`src/bldt_pkg.sv`:
```
// Shared types, widths and constants for the battery level display tracker.
// No dependencies; every other file of the block refers to this package by scoped names.

package bldt_pkg;

    localparam int MV_W   = 13;
    localparam int CNT_W  = 14;
    localparam int LVL_W  = 7;
    localparam int SEG_W  = 7;
    localparam int IDX_W  = 3;
    localparam int DATA_W = 14;

    localparam logic [LVL_W-1:0] LEVEL_MAX  = 7'd99;
    localparam logic [LVL_W-1:0] KNEE_LEVEL = 7'd20;
    localparam logic [LVL_W-1:0] EMPTY_LEVEL = 7'd1;

    // Low segment divides by 80: shift right by 4, then divide by 5.
    localparam int LOW_STEP_SHIFT = 4;
    // n / 5 == (n * 205) >> 10 for n below 1024.
    localparam logic [7:0] DIV5_MULT  = 8'd205;
    localparam int         DIV5_SHIFT = 10;
    // n / 10 == (n * 205) >> 11 for n below 128.
    localparam int         DIV10_SHIFT = 11;
    // Above the knee, an offset of this many millivolts or more always caps at 99.
    localparam logic [MV_W-1:0] HIGH_SPAN_MV = 13'd400;

    localparam logic [MV_W-1:0]  RST_EMPTY_MV       = 13'd2800;
    localparam logic [MV_W-1:0]  RST_KNEE_MV        = 13'd3600;
    localparam logic [CNT_W-1:0] RST_FULL_RISE      = 14'd7500;
    localparam logic [CNT_W-1:0] RST_CHARGE_RISE    = 14'd15000;
    localparam logic [CNT_W-1:0] RST_SLOW_FALL      = 14'd15000;
    localparam logic [CNT_W-1:0] RST_FAST_FALL      = 14'd8000;
    localparam logic [LVL_W-1:0] RST_FAST_FALL_BELOW = 7'd40;

    typedef enum logic [IDX_W-1:0] {
        REG_EMPTY_MV        = 3'd0,
        REG_KNEE_MV         = 3'd1,
        REG_FULL_RISE       = 3'd2,
        REG_CHARGE_RISE     = 3'd3,
        REG_SLOW_FALL       = 3'd4,
        REG_FAST_FALL       = 3'd5,
        REG_FAST_FALL_BELOW = 3'd6
    } reg_index_t;

    typedef struct packed {
        logic [MV_W-1:0]  empty_mv;
        logic [MV_W-1:0]  knee_mv;
        logic [CNT_W-1:0] full_rise;
        logic [CNT_W-1:0] charge_rise;
        logic [CNT_W-1:0] slow_fall;
        logic [CNT_W-1:0] fast_fall;
        logic [LVL_W-1:0] fast_fall_below;
    } cfg_t;

    typedef struct packed {
        logic [MV_W-1:0] supply_millivolts;
        logic            charging;
        logic            charge_full;
        logic            low_lock;
        logic            ten_second_mark;
    } item_t;

    // Seven-segment pattern gfedcba; digits above 9 are blank.
    function automatic logic [SEG_W-1:0] seg_pattern(input logic [3:0] digit);
        logic [SEG_W-1:0] seg;
        case (digit)
            4'd0:    seg = 7'h3f;
            4'd1:    seg = 7'h06;
            4'd2:    seg = 7'h5b;
            4'd3:    seg = 7'h4f;
            4'd4:    seg = 7'h66;
            4'd5:    seg = 7'h6d;
            4'd6:    seg = 7'h7d;
            4'd7:    seg = 7'h07;
            4'd8:    seg = 7'h7f;
            4'd9:    seg = 7'h6f;
            default: seg = 7'h00;
        endcase
        return seg;
    endfunction

endpackage

```
`src/bldt_if.sv`:
```
// Valid/ready channel interfaces for the battery level display tracker.
// Depends on bldt_pkg for field widths.

interface bldt_in_if;
    logic                      valid;
    logic                      ready;
    logic [bldt_pkg::MV_W-1:0] supply_millivolts;
    logic                      charging;
    logic                      charge_full;
    logic                      low_lock;
    logic                      ten_second_mark;

    modport source (output valid, supply_millivolts, charging, charge_full, low_lock,
                    ten_second_mark, input ready);
    modport sink (input valid, supply_millivolts, charging, charge_full, low_lock,
                  ten_second_mark, output ready);
endinterface

interface bldt_out_if;
    logic                       valid;
    logic                       ready;
    logic [bldt_pkg::LVL_W-1:0] shown_level;
    logic [bldt_pkg::LVL_W-1:0] measured_level;
    logic [bldt_pkg::SEG_W-1:0] tens_segments;
    logic [bldt_pkg::SEG_W-1:0] ones_segments;

    modport source (output valid, shown_level, measured_level, tens_segments, ones_segments,
                    input ready);
    modport sink (input valid, shown_level, measured_level, tens_segments, ones_segments,
                  output ready);
endinterface

interface bldt_cfg_if;
    logic                        valid;
    logic                        ready;
    logic [bldt_pkg::IDX_W-1:0]  index;
    logic [bldt_pkg::DATA_W-1:0] data;

    modport source (output valid, index, data, input ready);
    modport sink (input valid, index, data, output ready);
endinterface

```
`src/bldt_cfg_regs.sv`:
```
// Configuration register file of the battery level display tracker.
// Depends on bldt_pkg and bldt_cfg_if; writes to unknown indexes are dropped.

module bldt_cfg_regs (
    input  logic            clk,
    input  logic            rst_n,
    bldt_cfg_if.sink        cfg_ch,
    output bldt_pkg::cfg_t  cfg
);

    bldt_pkg::cfg_t cfg_reg;
    logic           wr_en;

    assign cfg_ch.ready = 1'b1;
    assign wr_en        = cfg_ch.valid;
    assign cfg          = cfg_reg;

    always_ff @(posedge clk or negedge rst_n)
    begin
        if (!rst_n)
        begin
            cfg_reg.empty_mv        <= bldt_pkg::RST_EMPTY_MV;
            cfg_reg.knee_mv         <= bldt_pkg::RST_KNEE_MV;
            cfg_reg.full_rise       <= bldt_pkg::RST_FULL_RISE;
            cfg_reg.charge_rise     <= bldt_pkg::RST_CHARGE_RISE;
            cfg_reg.slow_fall       <= bldt_pkg::RST_SLOW_FALL;
            cfg_reg.fast_fall       <= bldt_pkg::RST_FAST_FALL;
            cfg_reg.fast_fall_below <= bldt_pkg::RST_FAST_FALL_BELOW;
        end
        else if (wr_en)
        begin
            case (cfg_ch.index)
                bldt_pkg::REG_EMPTY_MV:
                    cfg_reg.empty_mv <= cfg_ch.data[bldt_pkg::MV_W-1:0];
                bldt_pkg::REG_KNEE_MV:
                    cfg_reg.knee_mv <= cfg_ch.data[bldt_pkg::MV_W-1:0];
                bldt_pkg::REG_FULL_RISE:
                    cfg_reg.full_rise <= cfg_ch.data[bldt_pkg::CNT_W-1:0];
                bldt_pkg::REG_CHARGE_RISE:
                    cfg_reg.charge_rise <= cfg_ch.data[bldt_pkg::CNT_W-1:0];
                bldt_pkg::REG_SLOW_FALL:
                    cfg_reg.slow_fall <= cfg_ch.data[bldt_pkg::CNT_W-1:0];
                bldt_pkg::REG_FAST_FALL:
                    cfg_reg.fast_fall <= cfg_ch.data[bldt_pkg::CNT_W-1:0];
                bldt_pkg::REG_FAST_FALL_BELOW:
                    cfg_reg.fast_fall_below <= cfg_ch.data[bldt_pkg::LVL_W-1:0];
                default:
                begin
                end
            endcase
        end
    end

endmodule

```
`src/bldt_level_map.sv`:
```
// Piecewise voltage-to-level mapping of the battery level display tracker.
// Depends on bldt_pkg; purely combinational, divides by 80 and 5 with reciprocal multiplies.

module bldt_level_map (
    input  logic [bldt_pkg::MV_W-1:0]  supply_millivolts,
    input  bldt_pkg::cfg_t             cfg,
    output logic                       below_empty,
    output logic [bldt_pkg::LVL_W-1:0] level
);

    logic [bldt_pkg::MV_W-1:0]  low_x;
    logic [8:0]                 low_y;
    logic [16:0]                low_prod;
    logic [bldt_pkg::LVL_W-1:0] low_level;
    logic [bldt_pkg::MV_W-1:0]  high_x;
    logic [16:0]                high_prod;
    logic [bldt_pkg::LVL_W-1:0] high_level;

    assign below_empty = supply_millivolts < cfg.empty_mv;

    // Between empty and knee: (mv - empty) / 80, capped.
    assign low_x     = supply_millivolts - cfg.empty_mv;
    assign low_y     = low_x[bldt_pkg::MV_W-1:bldt_pkg::LOW_STEP_SHIFT];
    assign low_prod  = {8'd0, low_y} * {9'd0, bldt_pkg::DIV5_MULT};
    assign low_level = (low_prod[16:bldt_pkg::DIV5_SHIFT] > bldt_pkg::LEVEL_MAX)
                       ? bldt_pkg::LEVEL_MAX : low_prod[16:bldt_pkg::DIV5_SHIFT];

    // At or above the knee: 20 + (mv - knee) / 5. Large offsets saturate directly,
    // so only the low nine bits need the reciprocal multiply.
    assign high_x     = supply_millivolts - cfg.knee_mv;
    assign high_prod  = {8'd0, high_x[8:0]} * {9'd0, bldt_pkg::DIV5_MULT};
    assign high_level = (high_x >= bldt_pkg::HIGH_SPAN_MV) ? bldt_pkg::LEVEL_MAX
                        : bldt_pkg::KNEE_LEVEL + high_prod[16:bldt_pkg::DIV5_SHIFT];

    assign level = (supply_millivolts < cfg.knee_mv) ? low_level : high_level;

endmodule

```
`src/bldt_tracker.sv`:
```
// Displayed-level state, rise and fall counters and digit decode of the tracker.
// Depends on bldt_pkg; state advances once per word taken from the input register.

module bldt_tracker (
    input  logic                       clk,
    input  logic                       rst_n,
    input  logic                       step,
    input  bldt_pkg::item_t            item,
    input  logic                       below_empty,
    input  logic [bldt_pkg::LVL_W-1:0] mapped_level,
    input  bldt_pkg::cfg_t             cfg,
    output logic [bldt_pkg::LVL_W-1:0] shown_level,
    output logic [bldt_pkg::LVL_W-1:0] measured_level,
    output logic [bldt_pkg::SEG_W-1:0] tens_segments,
    output logic [bldt_pkg::SEG_W-1:0] ones_segments
);

    logic [bldt_pkg::LVL_W-1:0] displayed_reg, displayed_next;
    logic [bldt_pkg::LVL_W-1:0] measured_reg, measured_next;
    logic [bldt_pkg::CNT_W-1:0] full_cnt_reg, full_cnt_next;
    logic [bldt_pkg::CNT_W-1:0] slew_cnt_reg, slew_cnt_next;

    logic [bldt_pkg::CNT_W:0]   full_inc;
    logic [bldt_pkg::CNT_W:0]   slew_inc;
    logic [bldt_pkg::LVL_W-1:0] after_full;
    logic [bldt_pkg::CNT_W-1:0] fall_period;
    logic [14:0]                tens_prod;
    logic [3:0]                 tens_digit;
    logic [bldt_pkg::LVL_W-1:0] ones_value;

    assign full_inc    = {1'b0, full_cnt_reg} + 15'd1;
    assign slew_inc    = {1'b0, slew_cnt_reg} + 15'd1;
    assign fall_period = (displayed_reg < cfg.fast_fall_below) ? cfg.fast_fall : cfg.slow_fall;

    always_comb
    begin
        displayed_next = displayed_reg;
        measured_next  = measured_reg;
        full_cnt_next  = full_cnt_reg;
        slew_cnt_next  = slew_cnt_reg;
        after_full     = displayed_reg;

        if (item.low_lock)
        begin
            displayed_next = '0;
            measured_next  = '0;
        end
        else if (below_empty)
        begin
            // Empty: counters hold, ten-second marks drop the display unless charging.
            measured_next = bldt_pkg::EMPTY_LEVEL;
            if (item.ten_second_mark)
            begin
                if (displayed_reg > bldt_pkg::EMPTY_LEVEL)
                begin
                    if (!item.charging)
                        displayed_next = displayed_reg - 7'd1;
                end
                else
                begin
                    displayed_next = bldt_pkg::EMPTY_LEVEL;
                end
            end
        end
        else
        begin
            measured_next = mapped_level;
            if (item.charging)
            begin
                if (item.charge_full && displayed_reg < bldt_pkg::LEVEL_MAX)
                begin
                    if (full_inc >= {1'b0, cfg.full_rise})
                    begin
                        full_cnt_next = '0;
                        after_full    = displayed_reg + 7'd1;
                    end
                    else
                    begin
                        full_cnt_next = full_inc[bldt_pkg::CNT_W-1:0];
                    end
                end
                else
                begin
                    full_cnt_next = '0;
                end

                // The charge rise sees the level as already raised by the full rise.
                displayed_next = after_full;
                if (mapped_level > after_full)
                begin
                    if (slew_inc >= {1'b0, cfg.charge_rise} && after_full < bldt_pkg::LEVEL_MAX)
                    begin
                        slew_cnt_next  = '0;
                        displayed_next = after_full + 7'd1;
                    end
                    else
                    begin
                        slew_cnt_next = slew_inc[bldt_pkg::CNT_W-1:0];
                    end
                end
                else
                begin
                    slew_cnt_next = '0;
                end
            end
            else
            begin
                if (mapped_level < displayed_reg && displayed_reg > bldt_pkg::EMPTY_LEVEL)
                begin
                    if (slew_inc >= {1'b0, fall_period})
                    begin
                        slew_cnt_next  = '0;
                        displayed_next = displayed_reg - 7'd1;
                    end
                    else
                    begin
                        slew_cnt_next = slew_inc[bldt_pkg::CNT_W-1:0];
                    end
                end
                else
                begin
                    slew_cnt_next = '0;
                end
            end
        end
    end

    always_ff @(posedge clk or negedge rst_n)
    begin
        if (!rst_n)
        begin
            displayed_reg <= '0;
            measured_reg  <= '0;
            full_cnt_reg  <= '0;
            slew_cnt_reg  <= '0;
        end
        else if (step)
        begin
            displayed_reg <= displayed_next;
            measured_reg  <= measured_next;
            full_cnt_reg  <= full_cnt_next;
            slew_cnt_reg  <= slew_cnt_next;
        end
    end

    // Tens digit by reciprocal multiply, ones digit as the remainder.
    assign tens_prod  = {8'd0, displayed_next} * {7'd0, bldt_pkg::DIV5_MULT};
    assign tens_digit = tens_prod[14:bldt_pkg::DIV10_SHIFT];
    assign ones_value = displayed_next - 7'(tens_digit * 4'd10);

    assign shown_level    = displayed_next;
    assign measured_level = measured_next;
    assign tens_segments  = bldt_pkg::seg_pattern(tens_digit);
    assign ones_segments  = bldt_pkg::seg_pattern(ones_value[3:0]);

endmodule

```
`src/battery_level_display_tracker.sv`:
```
// Battery level display tracker: input register, level mapping, tracker state, result register.
// Depends on bldt_pkg, bldt_if, bldt_cfg_regs, bldt_level_map and bldt_tracker.
// A word taken into the input register passes the level mapping and tracker into the result register.
// Throughput: one word per cycle while the sink is ready; the tracker state updates in the same cycle it is read.
// While a finished result waits for the sink, the input register takes one more word and holds.
// Reset clears both levels and counters to zero and loads the register defaults; no warm-up.

module battery_level_display_tracker (
    input  logic         clk,
    input  logic         rst_n,
    bldt_in_if.sink      in_ch,
    bldt_out_if.source   out_ch,
    bldt_cfg_if.sink     cfg_ch
);

    bldt_pkg::cfg_t  cfg;
    bldt_pkg::item_t in_item_reg;
    logic            in_valid_reg;
    logic            out_valid_reg;
    logic            advance;

    logic                       below_empty;
    logic [bldt_pkg::LVL_W-1:0] mapped_level;
    logic [bldt_pkg::LVL_W-1:0] shown_level;
    logic [bldt_pkg::LVL_W-1:0] measured_level;
    logic [bldt_pkg::SEG_W-1:0] tens_segments;
    logic [bldt_pkg::SEG_W-1:0] ones_segments;

    logic [bldt_pkg::LVL_W-1:0] shown_reg;
    logic [bldt_pkg::LVL_W-1:0] measured_reg;
    logic [bldt_pkg::SEG_W-1:0] tens_reg;
    logic [bldt_pkg::SEG_W-1:0] ones_reg;

    assign advance     = in_valid_reg && (!out_valid_reg || out_ch.ready);
    assign in_ch.ready = !in_valid_reg || advance;

    bldt_cfg_regs u_cfg_regs (
        .clk    (clk),
        .rst_n  (rst_n),
        .cfg_ch (cfg_ch),
        .cfg    (cfg)
    );

    always_ff @(posedge clk or negedge rst_n)
    begin
        if (!rst_n)
            in_valid_reg <= 1'b0;
        else if (in_ch.ready)
            in_valid_reg <= in_ch.valid;
    end

    always_ff @(posedge clk)
    begin
        if (in_ch.valid && in_ch.ready)
        begin
            in_item_reg.supply_millivolts <= in_ch.supply_millivolts;
            in_item_reg.charging          <= in_ch.charging;
            in_item_reg.charge_full       <= in_ch.charge_full;
            in_item_reg.low_lock          <= in_ch.low_lock;
            in_item_reg.ten_second_mark   <= in_ch.ten_second_mark;
        end
    end

    bldt_level_map u_level_map (
        .supply_millivolts (in_item_reg.supply_millivolts),
        .cfg               (cfg),
        .below_empty       (below_empty),
        .level             (mapped_level)
    );

    bldt_tracker u_tracker (
        .clk            (clk),
        .rst_n          (rst_n),
        .step           (advance),
        .item           (in_item_reg),
        .below_empty    (below_empty),
        .mapped_level   (mapped_level),
        .cfg            (cfg),
        .shown_level    (shown_level),
        .measured_level (measured_level),
        .tens_segments  (tens_segments),
        .ones_segments  (ones_segments)
    );

    always_ff @(posedge clk or negedge rst_n)
    begin
        if (!rst_n)
            out_valid_reg <= 1'b0;
        else if (advance)
            out_valid_reg <= 1'b1;
        else if (out_ch.ready)
            out_valid_reg <= 1'b0;
    end

    always_ff @(posedge clk)
    begin
        if (advance)
        begin
            shown_reg    <= shown_level;
            measured_reg <= measured_level;
            tens_reg     <= tens_segments;
            ones_reg     <= ones_segments;
        end
    end

    assign out_ch.valid          = out_valid_reg;
    assign out_ch.shown_level    = shown_reg;
    assign out_ch.measured_level = measured_reg;
    assign out_ch.tens_segments  = tens_reg;
    assign out_ch.ones_segments  = ones_reg;

    // A word waiting in the input register must not vanish while the output is stalled.
    a_in_hold: assert property (@(posedge clk) disable iff (!rst_n)
        (in_valid_reg && !advance) |=> in_valid_reg)
        else $error("input word dropped while stalled");

    // A locked word always reports both levels as zero.
    a_lock_zero: assert property (@(posedge clk) disable iff (!rst_n)
        (advance && in_item_reg.low_lock) |=>
            (out_ch.shown_level == '0 && out_ch.measured_level == '0))
        else $error("low lock did not force levels to zero");

    // An empty supply without lock reports a measured level of one.
    a_empty_level: assert property (@(posedge clk) disable iff (!rst_n)
        (advance && !in_item_reg.low_lock && below_empty) |=>
            (out_ch.measured_level == bldt_pkg::EMPTY_LEVEL))
        else $error("empty supply measured level is not one");

    // The displayed level never leaves the range of two digits.
    a_shown_range: assert property (@(posedge clk) disable iff (!rst_n)
        out_ch.valid |-> (out_ch.shown_level <= bldt_pkg::LEVEL_MAX))
        else $error("displayed level above 99");

endmodule

```
`src/flat_wrapper.sv`:
```
// flat-port wrapper written by rule: the top's interface ports become plain ports
module battery_level_display_tracker_flat 
  (clk, rst_n, in_ch_valid, in_ch_supply_millivolts, in_ch_charging, in_ch_charge_full, in_ch_low_lock, in_ch_ten_second_mark, in_ch_ready, out_ch_valid, out_ch_shown_level, out_ch_measured_level, out_ch_tens_segments, out_ch_ones_segments, out_ch_ready, cfg_ch_valid, cfg_ch_index, cfg_ch_data, cfg_ch_ready);
  bldt_in_if in_ch_i ();
  bldt_out_if out_ch_i ();
  bldt_cfg_if cfg_ch_i ();
  input  logic clk;
  input  logic rst_n;
  input wire logic [$bits(in_ch_i.valid)-1:0] in_ch_valid;
  input wire logic [$bits(in_ch_i.supply_millivolts)-1:0] in_ch_supply_millivolts;
  input wire logic [$bits(in_ch_i.charging)-1:0] in_ch_charging;
  input wire logic [$bits(in_ch_i.charge_full)-1:0] in_ch_charge_full;
  input wire logic [$bits(in_ch_i.low_lock)-1:0] in_ch_low_lock;
  input wire logic [$bits(in_ch_i.ten_second_mark)-1:0] in_ch_ten_second_mark;
  output wire logic [$bits(in_ch_i.ready)-1:0] in_ch_ready;
  output wire logic [$bits(out_ch_i.valid)-1:0] out_ch_valid;
  output wire logic [$bits(out_ch_i.shown_level)-1:0] out_ch_shown_level;
  output wire logic [$bits(out_ch_i.measured_level)-1:0] out_ch_measured_level;
  output wire logic [$bits(out_ch_i.tens_segments)-1:0] out_ch_tens_segments;
  output wire logic [$bits(out_ch_i.ones_segments)-1:0] out_ch_ones_segments;
  input wire logic [$bits(out_ch_i.ready)-1:0] out_ch_ready;
  input wire logic [$bits(cfg_ch_i.valid)-1:0] cfg_ch_valid;
  input wire logic [$bits(cfg_ch_i.index)-1:0] cfg_ch_index;
  input wire logic [$bits(cfg_ch_i.data)-1:0] cfg_ch_data;
  output wire logic [$bits(cfg_ch_i.ready)-1:0] cfg_ch_ready;
  assign in_ch_i.valid = in_ch_valid;
  assign in_ch_i.supply_millivolts = in_ch_supply_millivolts;
  assign in_ch_i.charging = in_ch_charging;
  assign in_ch_i.charge_full = in_ch_charge_full;
  assign in_ch_i.low_lock = in_ch_low_lock;
  assign in_ch_i.ten_second_mark = in_ch_ten_second_mark;
  assign in_ch_ready = in_ch_i.ready;
  assign out_ch_valid = out_ch_i.valid;
  assign out_ch_shown_level = out_ch_i.shown_level;
  assign out_ch_measured_level = out_ch_i.measured_level;
  assign out_ch_tens_segments = out_ch_i.tens_segments;
  assign out_ch_ones_segments = out_ch_i.ones_segments;
  assign out_ch_i.ready = out_ch_ready;
  assign cfg_ch_i.valid = cfg_ch_valid;
  assign cfg_ch_i.index = cfg_ch_index;
  assign cfg_ch_i.data = cfg_ch_data;
  assign cfg_ch_ready = cfg_ch_i.ready;
  battery_level_display_tracker u_core (.clk(clk), .rst_n(rst_n), .in_ch(in_ch_i), .out_ch(out_ch_i), .cfg_ch(cfg_ch_i));
endmodule
```
`config.mk`:
```
export PLATFORM = sky130hd
export DESIGN_NAME = battery_level_display_tracker_flat
export DESIGN_NICKNAME = d
export VERILOG_FILES = /design/src/bldt_pkg.sv /design/src/bldt_if.sv /design/src/bldt_cfg_regs.sv /design/src/bldt_level_map.sv /design/src/bldt_tracker.sv /design/src/battery_level_display_tracker.sv /design/src/flat_wrapper.sv
export SDC_FILE = /design/constraint.sdc
export NUM_CORES = 1
export LEC_CHECK = 0
export BUFFER_PORTS_ARGS = -buffer_cell sky130_fd_sc_hd__clkbuf_2
export CAP_MARGIN = 25
export CELL_PAD_IN_SITES_DETAIL_PLACEMENT = 1
export CELL_PAD_IN_SITES_GLOBAL_PLACEMENT = 1
export CORE_MARGIN = 2
export CORE_UTILIZATION = 45
export CTS_BUF_LIST = sky130_fd_sc_hd__clkbuf_8
export DETAILED_ROUTE_END_ITERATION = 8
export HOLD_SLACK_MARGIN = 0.03
export PLACE_DENSITY = 0.76
export SLEW_MARGIN = 20
export SYNTH_ARGS = -nofsm -noshare
export SYNTH_HDL_FRONTEND = slang
export SYNTH_SLANG_ARGS = --single-unit
export TNS_END_PERCENT = 1
```
`constraint.sdc`:
```
create_clock -name clk -period 18.31 [get_ports clk]
set_clock_uncertainty 0.2 [all_clocks]
set_input_delay 0.9155 -clock clk [delete_from_list [all_inputs] [get_ports clk]]
set_output_delay 0.9155 -clock clk [all_outputs]
set_load 0.05 [all_outputs]
```
==> summary.log, run 1 <==
[synthesis] EDFF count, synth 45
[worst_setup_path] data arrival time of the critical path 15.47 ns
[layout] NumNets Final 1894
[synthesis] number of cells produced by synthesis 1525
[clocking] total clock sinks 171
[floorplanning] I/O pins 70
[layout] share of cells above drive strength 1 14.7%
[worst_setup_path] highest-delay cell along the critical path sky130_fd_sc_hd__a211oi_1
[synthesis] Synthesized Nets 1837
[floorplanning] chip height 184 um
[sta] unrepaired setup endpoints after global routing no
[clocking] TritonCTS clock tree done
[layout] storage element area 4550 um2
[synthesis] summed instance area of the synthesized netlist 14700 um2
[placed_design] Port Buf Inserts 68
[synthesis] portion of the post-synthesis area used by sequential elements 31.1%
[floorplanning] Horiz. Die Dim 184 um
[drt] number of vias per cell after detailed routing 5.58
[clocking] count of instances resized after the clock tree is built 0
[drt] ANT nets after route 0
[global_routing] overall global routing resource usage 24.1%
[layout] P&R area growth vs syn 8.84%
[synthesis] Avg Cell Area, Syn 9.61 um2
[placed_design] final estimated routing congestion in global placement 0.871
[clocking] Worst-Skew Late Latency 0.53 ns
[drt] Total Wirelength 38800 um
[layout] filler instances 3681
[clocking] number of buffers on the longest clock path 2
[synthesis] post-synthesis register bit count 171
[floorplanning] Die Outline Area 34000 um2
[layout] number of inserted diodes 0
[layout] most frequent cells in the layout 235 x sky130_fd_sc_hd__ha_1, 178 x sky130_fd_sc_hd__inv_1, 131 x sky130_fd_sc_hd__nand2_1
[sta] number of setup violations in the final report 0
[clocking] CTS H-Tree Depth 4
[sta] post-route fraction of the period consumed by the critical path 83.7%
[global_routing] total grt overflow 0
[layout] number of flip-flops in the largest register 89
[drt] drt first pass iters 4
[layout] combined area of the multi-input logic cells 9290 um2
[clocking] buffer count from post-CTS setup fixing 0
[sta] Max Clk Rate 65.3 MHz
[clocking] Clock Tree Root sky130_fd_sc_hd__clkbuf_8
[clocking] CTS Hold Bufs 0
[synthesis] Syn. warnings 0
[floorplanning] starting density of the core 45.4%
[global_routing] initial antenna violation count 0
[synthesis] async set-reset flop share out of synthesis 73.7%
[global_routing] maximum number of pins on one net before global-route repair 80
[worst_setup_path] category of the worst setup path launch point flip-flop
[sta] aggregate negative setup slack 0 ns
[drt] starting DRC count in detailed routing 487
[sta] transition time at the pin with the least slew margin 0.969 ns
[worst_setup_path] required time of the worst setup path 18.45 ns
[synthesis] count of distinct cell types in the synthesized netlist 84
[floorplanning] core region area 32300 um2
[worst_setup_path] biggest cell delay along the critical path 0.70 ns
[worst_setup_path] largest fanout on the critical path 11
[worst_hold_path] Hold WC Path Type input port to async pin
[drt] mean routed wirelength per cell 19.0 um
[clocking] clock-pin slew on the worst setup and hold paths 0.13 ns
[global_routing] wire length of the first global-routing pass 63700 um
[sta] count of final max-slew check failures 0
[global_routing] vias in the first global route 12100
[drt] overall via count from detail_route 11400
[sta] clock period minus final worst setup slack 15.32 ns
[status] result of the run complete, no violations
[flow_run] Max Cap Violations 0
[worst_setup_path] Critical Path End Type flip-flop
[floorplanning] number of rows created at floorplan 66
[sta] worst rel slew slack 34.9%
[synthesis] most frequently used flop master after synthesis sky130_fd_sc_hd__dfrtp_1
[layout] most common cell after layout, fill and taps aside sky130_fd_sc_hd__ha_1
[worst_setup_path] kind of critical path flip-flop to flip-flop
[placed_design] HPWL after detailed placement 31000 um
[sta] final hold viol count 0
[drt] post-detailed-route DRC marker count 0
[clocking] total CTS buffers 17
-- synthesized netlist by cell type (all sizes together), types with 5 or more instances --
cell / instances / area share (%)
ha: 235 / 20
inv: 177 / 4.5
nand2: 131 / 3.4
o21ai: 128 / 4.4
dfrtp: 87 / 15
nor2: 70 / 1.8
mux2: 57 / 4.4
a21oi: 53 / 1.8
xnor2: 47 / 2.9
edfxtp: 45 / 9.2
nand3: 40 / 1.4
dfstp: 39 / 7.0
fa: 38 / 5.2
clkbuf: 30 / 0.77
nand2b: 28 / 1.2
nor3: 23 / 0.82
xor2: 23 / 1.4
mux2i: 20 / 1.4
nand4: 20 / 0.85
a211oi: 17 / 0.97
nor2b: 17 / 0.73
and3: 14 / 0.60
o21a: 14 / 0.73
a21o: 13 / 0.67
o211ai: 12 / 0.61
o31ai: 12 / 0.65
and2: 10 / 0.43
buf: 9 / 0.37
nor4: 8 / 0.34
o21bai: 8 / 0.41
o22ai: 8 / 0.34
or3: 8 / 0.35
a31oi: 6 / 0.26
nand3b: 5 / 0.26
nor3b: 5 / 0.32
-- per-layer routing --
metal | wire, um | up-vias | global-route usage (%)
met5 | 0 | - | 0
met4 | 1040 | 0 | 8.90
met3 | 1080 | 56 | 2.94
met2 | 19700 | 176 | 42.7
met1 | 17000 | 5650 | 29.9
li1 | - | 5481 | -
-- kinds of logic (layout without fill, tap and decap cells) --
family                   count (synthesis)  count (layout)  synth area share [%]
adder cells (fa/ha/maj)                273             273                  25.3
buffers and inverters                  218             288                  5.72
other                                    1               1                0.0256
AO/OA/AOI/OAI                          322             322                  14.6
multiplexers                            77              77                  5.75
flip-flops                             171             171                  31.1
XOR/XNOR                                71              71                  4.40
AND/OR/NAND/NOR                        392             392                  13.2
-- stage by stage --
step	util [%]	hold WS, ns	setup WS (ns)	std cells	cell area [um2]
5_1_grt	49.4	0.255	1.82	2037	16000
3_3_place_gp	47.9	0.263	3.48	2004	15500
6_report	49.4	0.224	2.99	2037	16000
4_1_cts	49.3	0.212	2.95	2036	15900
2_1_floorplan	-	0.250	4.67	1525	14700
3_5_place_dp	47.9	0.278	2.99	2004	15500
-- layout make-up --
cell class / count / share of cell area, %
sequential: 171 / 28.5
inverter: 179 / 4.21
clock buffer: 18 / 1.55
multi-input combinational: 1136 / 58.2
clock inverter: 14 / 1.29
timing repair buffer: 77 / 2.70
tap: 442 / 3.47
-- critical path, delay by kind of cell (launching register included) --
| kind | cells | cell delay [ns] |
|---|---|---|
| AO/OA/AOI/OAI | 17 | 3.95 |
| XOR/XNOR | 6 | 1.61 |
| adder cells (fa/ha/maj) | 14 | 5.49 |
| buffers and inverters | 7 | 0.59 |
| flip-flops | 1 | 0.42 |
| multiplexers | 2 | 0.69 |
| AND/OR/NAND/NOR | 13 | 2.20 |
-- worst paths after layout --
path	cells past startpoint	slack [ns]	startpoint	endpoint
max in group asynchronous	3	16.49	rst_n	u_core.u_cfg_regs.cfg[87]$_DFFE_PN1P_
setup / recovery	59	2.99	u_core.in_item_reg[4]$_DFFE_PP_	u_core.out_ch.ones_segments[3]$_DFFE_PP_
setup reg to reg	59	2.99	u_core.in_item_reg[4]$_DFFE_PP_	u_core.out_ch.ones_segments[3]$_DFFE_PP_
hold reg to reg	2	0.29	u_core.u_tracker.full_cnt_reg[13]$_DFFE_PN0P_	u_core.u_tracker.full_cnt_reg[13]$_DFFE_PN0P_
min in group clk	2	0.29	u_core.u_tracker.full_cnt_reg[13]$_DFFE_PN0P_	u_core.u_tracker.full_cnt_reg[13]$_DFFE_PN0P_
hold / removal	1	0.22	rst_n	u_core.in_valid_reg$_DFFE_PN0N_
Power of run 1 is not shown: default switching activity piles up to over one toggle a cycle in this logic, so the estimate is an artifact.
==> run 2: changes to the inputs <==
Clock period 18.31 ns to 16.01 ns, I/O delays scaled along.
==> summary.log, run 2 (synthesized netlist as in run 1, its figures left out) <==
[placed_design] final estimated routing congestion in global placement 0.889 [was 0.871]
[clocking] number of buffers on the longest clock path 2 [unchanged]
[layout] share of cells above drive strength 1 14.9% [was 14.7%]
[floorplanning] core region area 32300 um2 [unchanged]
[sta] Max Clk Rate 67.8 MHz [was 65.3 MHz]
[clocking] total clock sinks 171 [unchanged]
[clocking] TritonCTS clock tree done [unchanged]
[worst_setup_path] data arrival time of the critical path 14.89 ns [was 15.47 ns]
[worst_setup_path] highest-delay cell along the critical path sky130_fd_sc_hd__fa_1 [was sky130_fd_sc_hd__a211oi_1]
[drt] overall via count from detail_route 11400 [about the same]
[floorplanning] Horiz. Die Dim 184 um [unchanged]
[worst_setup_path] required time of the worst setup path 16.14 ns [was 18.45 ns]
[sta] unrepaired setup endpoints after global routing no [unchanged]
[layout] number of flip-flops in the largest register 89 [unchanged]
[floorplanning] Die Outline Area 34000 um2 [unchanged]
[global_routing] vias in the first global route 12200 [was 12100]
[clocking] total CTS buffers 17 [unchanged]
[layout] P&R area growth vs syn 8.82% [was 8.84%]
[global_routing] overall global routing resource usage 24.0% [was 24.1%]
[worst_setup_path] largest fanout on the critical path 11 [unchanged]
[layout] NumNets Final 1897 [was 1894]
[sta] setup ws final 1.25 ns [was 2.99 ns]
[global_routing] wire length of the first global-routing pass 63500 um [was 63700 um]
[global_routing] total grt overflow 0 [unchanged]
[flow_run] Max Cap Violations 0 [unchanged]
[placed_design] DP Worst Slack 0.614 ns [was 2.99 ns]
[worst_hold_path] Hold WC Path Type input port to async pin [unchanged]
[floorplanning] I/O pins 70 [unchanged]
[layout] number of inserted diodes 0 [unchanged]
[layout] most common cell after layout, fill and taps aside sky130_fd_sc_hd__ha_1 [unchanged]
[worst_setup_path] crit path buf inv count 8 [was 7]
[placed_design] Port Buf Inserts 68 [unchanged]
[floorplanning] number of rows created at floorplan 66 [unchanged]
[drt] number of vias per cell after detailed routing 5.59 [was 5.58]
[global_routing] initial antenna violation count 0 [unchanged]
[sta] number of setup violations in the final report 0 [unchanged]
[worst_setup_path] Critical Path End Type flip-flop [unchanged]
[drt] ANT nets after route 0 [unchanged]
[layout] most frequent cells in the layout 235 x sky130_fd_sc_hd__ha_1, 182 x sky130_fd_sc_hd__inv_1, 131 x sky130_fd_sc_hd__nand2_1 [was 235 x sky130_fd_sc_hd__ha_1, 178 x sky130_fd_sc_hd__inv_1, 131 x sky130_fd_sc_hd__nand2_1]
[sta] final hold viol count 0 [unchanged]
[worst_setup_path] delay-heaviest family, CP adder cells [unchanged]
[sta] worst rel slew slack 36.2% [was 34.9%]
[drt] post-detailed-route DRC marker count 0 [unchanged]
[floorplanning] starting density of the core 45.4% [unchanged]
[clocking] clock-pin slew on the worst setup and hold paths 0.09 ns [was 0.13 ns]
[drt] mean routed wirelength per cell 19.2 um [was 19.0 um]
[sta] transition time at the pin with the least slew margin 0.957 ns [was 0.969 ns]
[worst_setup_path] category of the worst setup path launch point flip-flop [unchanged]
[clocking] CTS Hold Bufs 0 [unchanged]
[global_routing] maximum number of pins on one net before global-route repair 71 [was 80]
[sta] aggregate negative setup slack 0 ns [unchanged]
[drt] starting DRC count in detailed routing 514 [was 487]
[sta] final hold slack 0.168 ns [was 0.224 ns]
[worst_setup_path] kind of critical path flip-flop to flip-flop [unchanged]
[layout] filler instances 3699 [was 3681]
[clocking] Clock Tree Root sky130_fd_sc_hd__clkbuf_8 [unchanged]
[drt] Total Wirelength 39300 um [was 38800 um]
[status] result of the run complete, no violations [unchanged]
[sta] count of final max-slew check failures 0 [unchanged]
[sta] post-route fraction of the period consumed by the critical path 92.2% [was 83.7%]
[clocking] CTS H-Tree Depth 4 [unchanged]
[placed_design] HPWL after detailed placement 31200 um [was 31000 um]
[drt] drt first pass iters 5 [was 4]
[clocking] Worst-Skew Late Latency 0.51 ns [was 0.53 ns]
[worst_setup_path] biggest cell delay along the critical path 0.55 ns [was 0.70 ns]
[sta] clock period minus final worst setup slack 14.76 ns [was 15.32 ns]
[floorplanning] chip height 184 um [unchanged]
## run 2: final timing paths
| check | start | end | slack, ns | cells past startpoint |
|---|---|---|---|---|
| worst max-delay path | u_core.in_item_reg[4]$_DFFE_PP_ | u_core.out_ch.ones_segments[0]$_DFFE_PP_ | 1.25 | 60 |
| worst min-delay path | rst_n | u_core.u_tracker.full_cnt_reg[12]$_DFFE_PN0P_ | 0.17 | 1 |
| worst max register to register | u_core.in_item_reg[4]$_DFFE_PP_ | u_core.out_ch.ones_segments[0]$_DFFE_PP_ | 1.25 | 60 |
| worst min register to register | u_core.u_tracker.full_cnt_reg[13]$_DFFE_PN0P_ | u_core.u_tracker.full_cnt_reg[13]$_DFFE_PN0P_ | 0.30 | 2 |
| max in group asynchronous | rst_n | u_core.u_cfg_regs.cfg[10]$_DFFE_PN0P_ | 13.99 | 2 |
| min in group clk | in_ch_supply_millivolts[3] | u_core.in_item_reg[7]$_DFFE_PP_ | 0.27 | 1 |
## run 2: area by class of cell
cell class / instances / area (um2) / area share (%)
multi-input cells: 1136 / 9310 / 58.4
flip-flops and latches: 171 / 4550 / 28.5
inverters: 179 / 672 / 4.21
well taps: 442 / 553 / 3.47
repair buffers: 80 / 433 / 2.71
clock buffers: 18 / 248 / 1.55
clock inverters: 14 / 180 / 1.13
## run 2: per-stage QoR
stage	std cells	instance area, um2	util [%]
finish	2040	15900	49.4
global route	2040	15900	49.4
CTS	2039	15900	49.3
detailed placement	2007	15500	48.0
global placement	2006	15500	48.0
floorplan	1525	14700	-
## run 2: layer usage
layer,vias to the layer above,track usage [%],routed length [um]
li1,5488,-,-
met1,5677,29.8,17300
met2,180,42.9,20000
met3,61,3.28,1050
met4,0,7.74,936
met5,-,0,0
## run 2: timing repair
item	in CTS	in global routing
buffers inserted	0	1
endpoints found under the setup margin	0	7
endpoints found under the hold margin	0	0
resized for setup	0	4
## run 2: worst register-to-register path, delay by kind of cell, from the launching register on
| kind | cells | cell delay, ns |
|---|---|---|
| xor gates and xnor gates | 6 | 1.52 |
| adders and majority gates | 14 | 5.41 |
| buffers and inverters | 8 | 0.73 |
| muxes | 2 | 0.70 |
| AOI/OAI and AO/OA | 17 | 3.52 |
| DFF | 1 | 0.42 |
| and+or+nand+nor | 13 | 2.11 |
Power of run 2 is left out for the same reason.
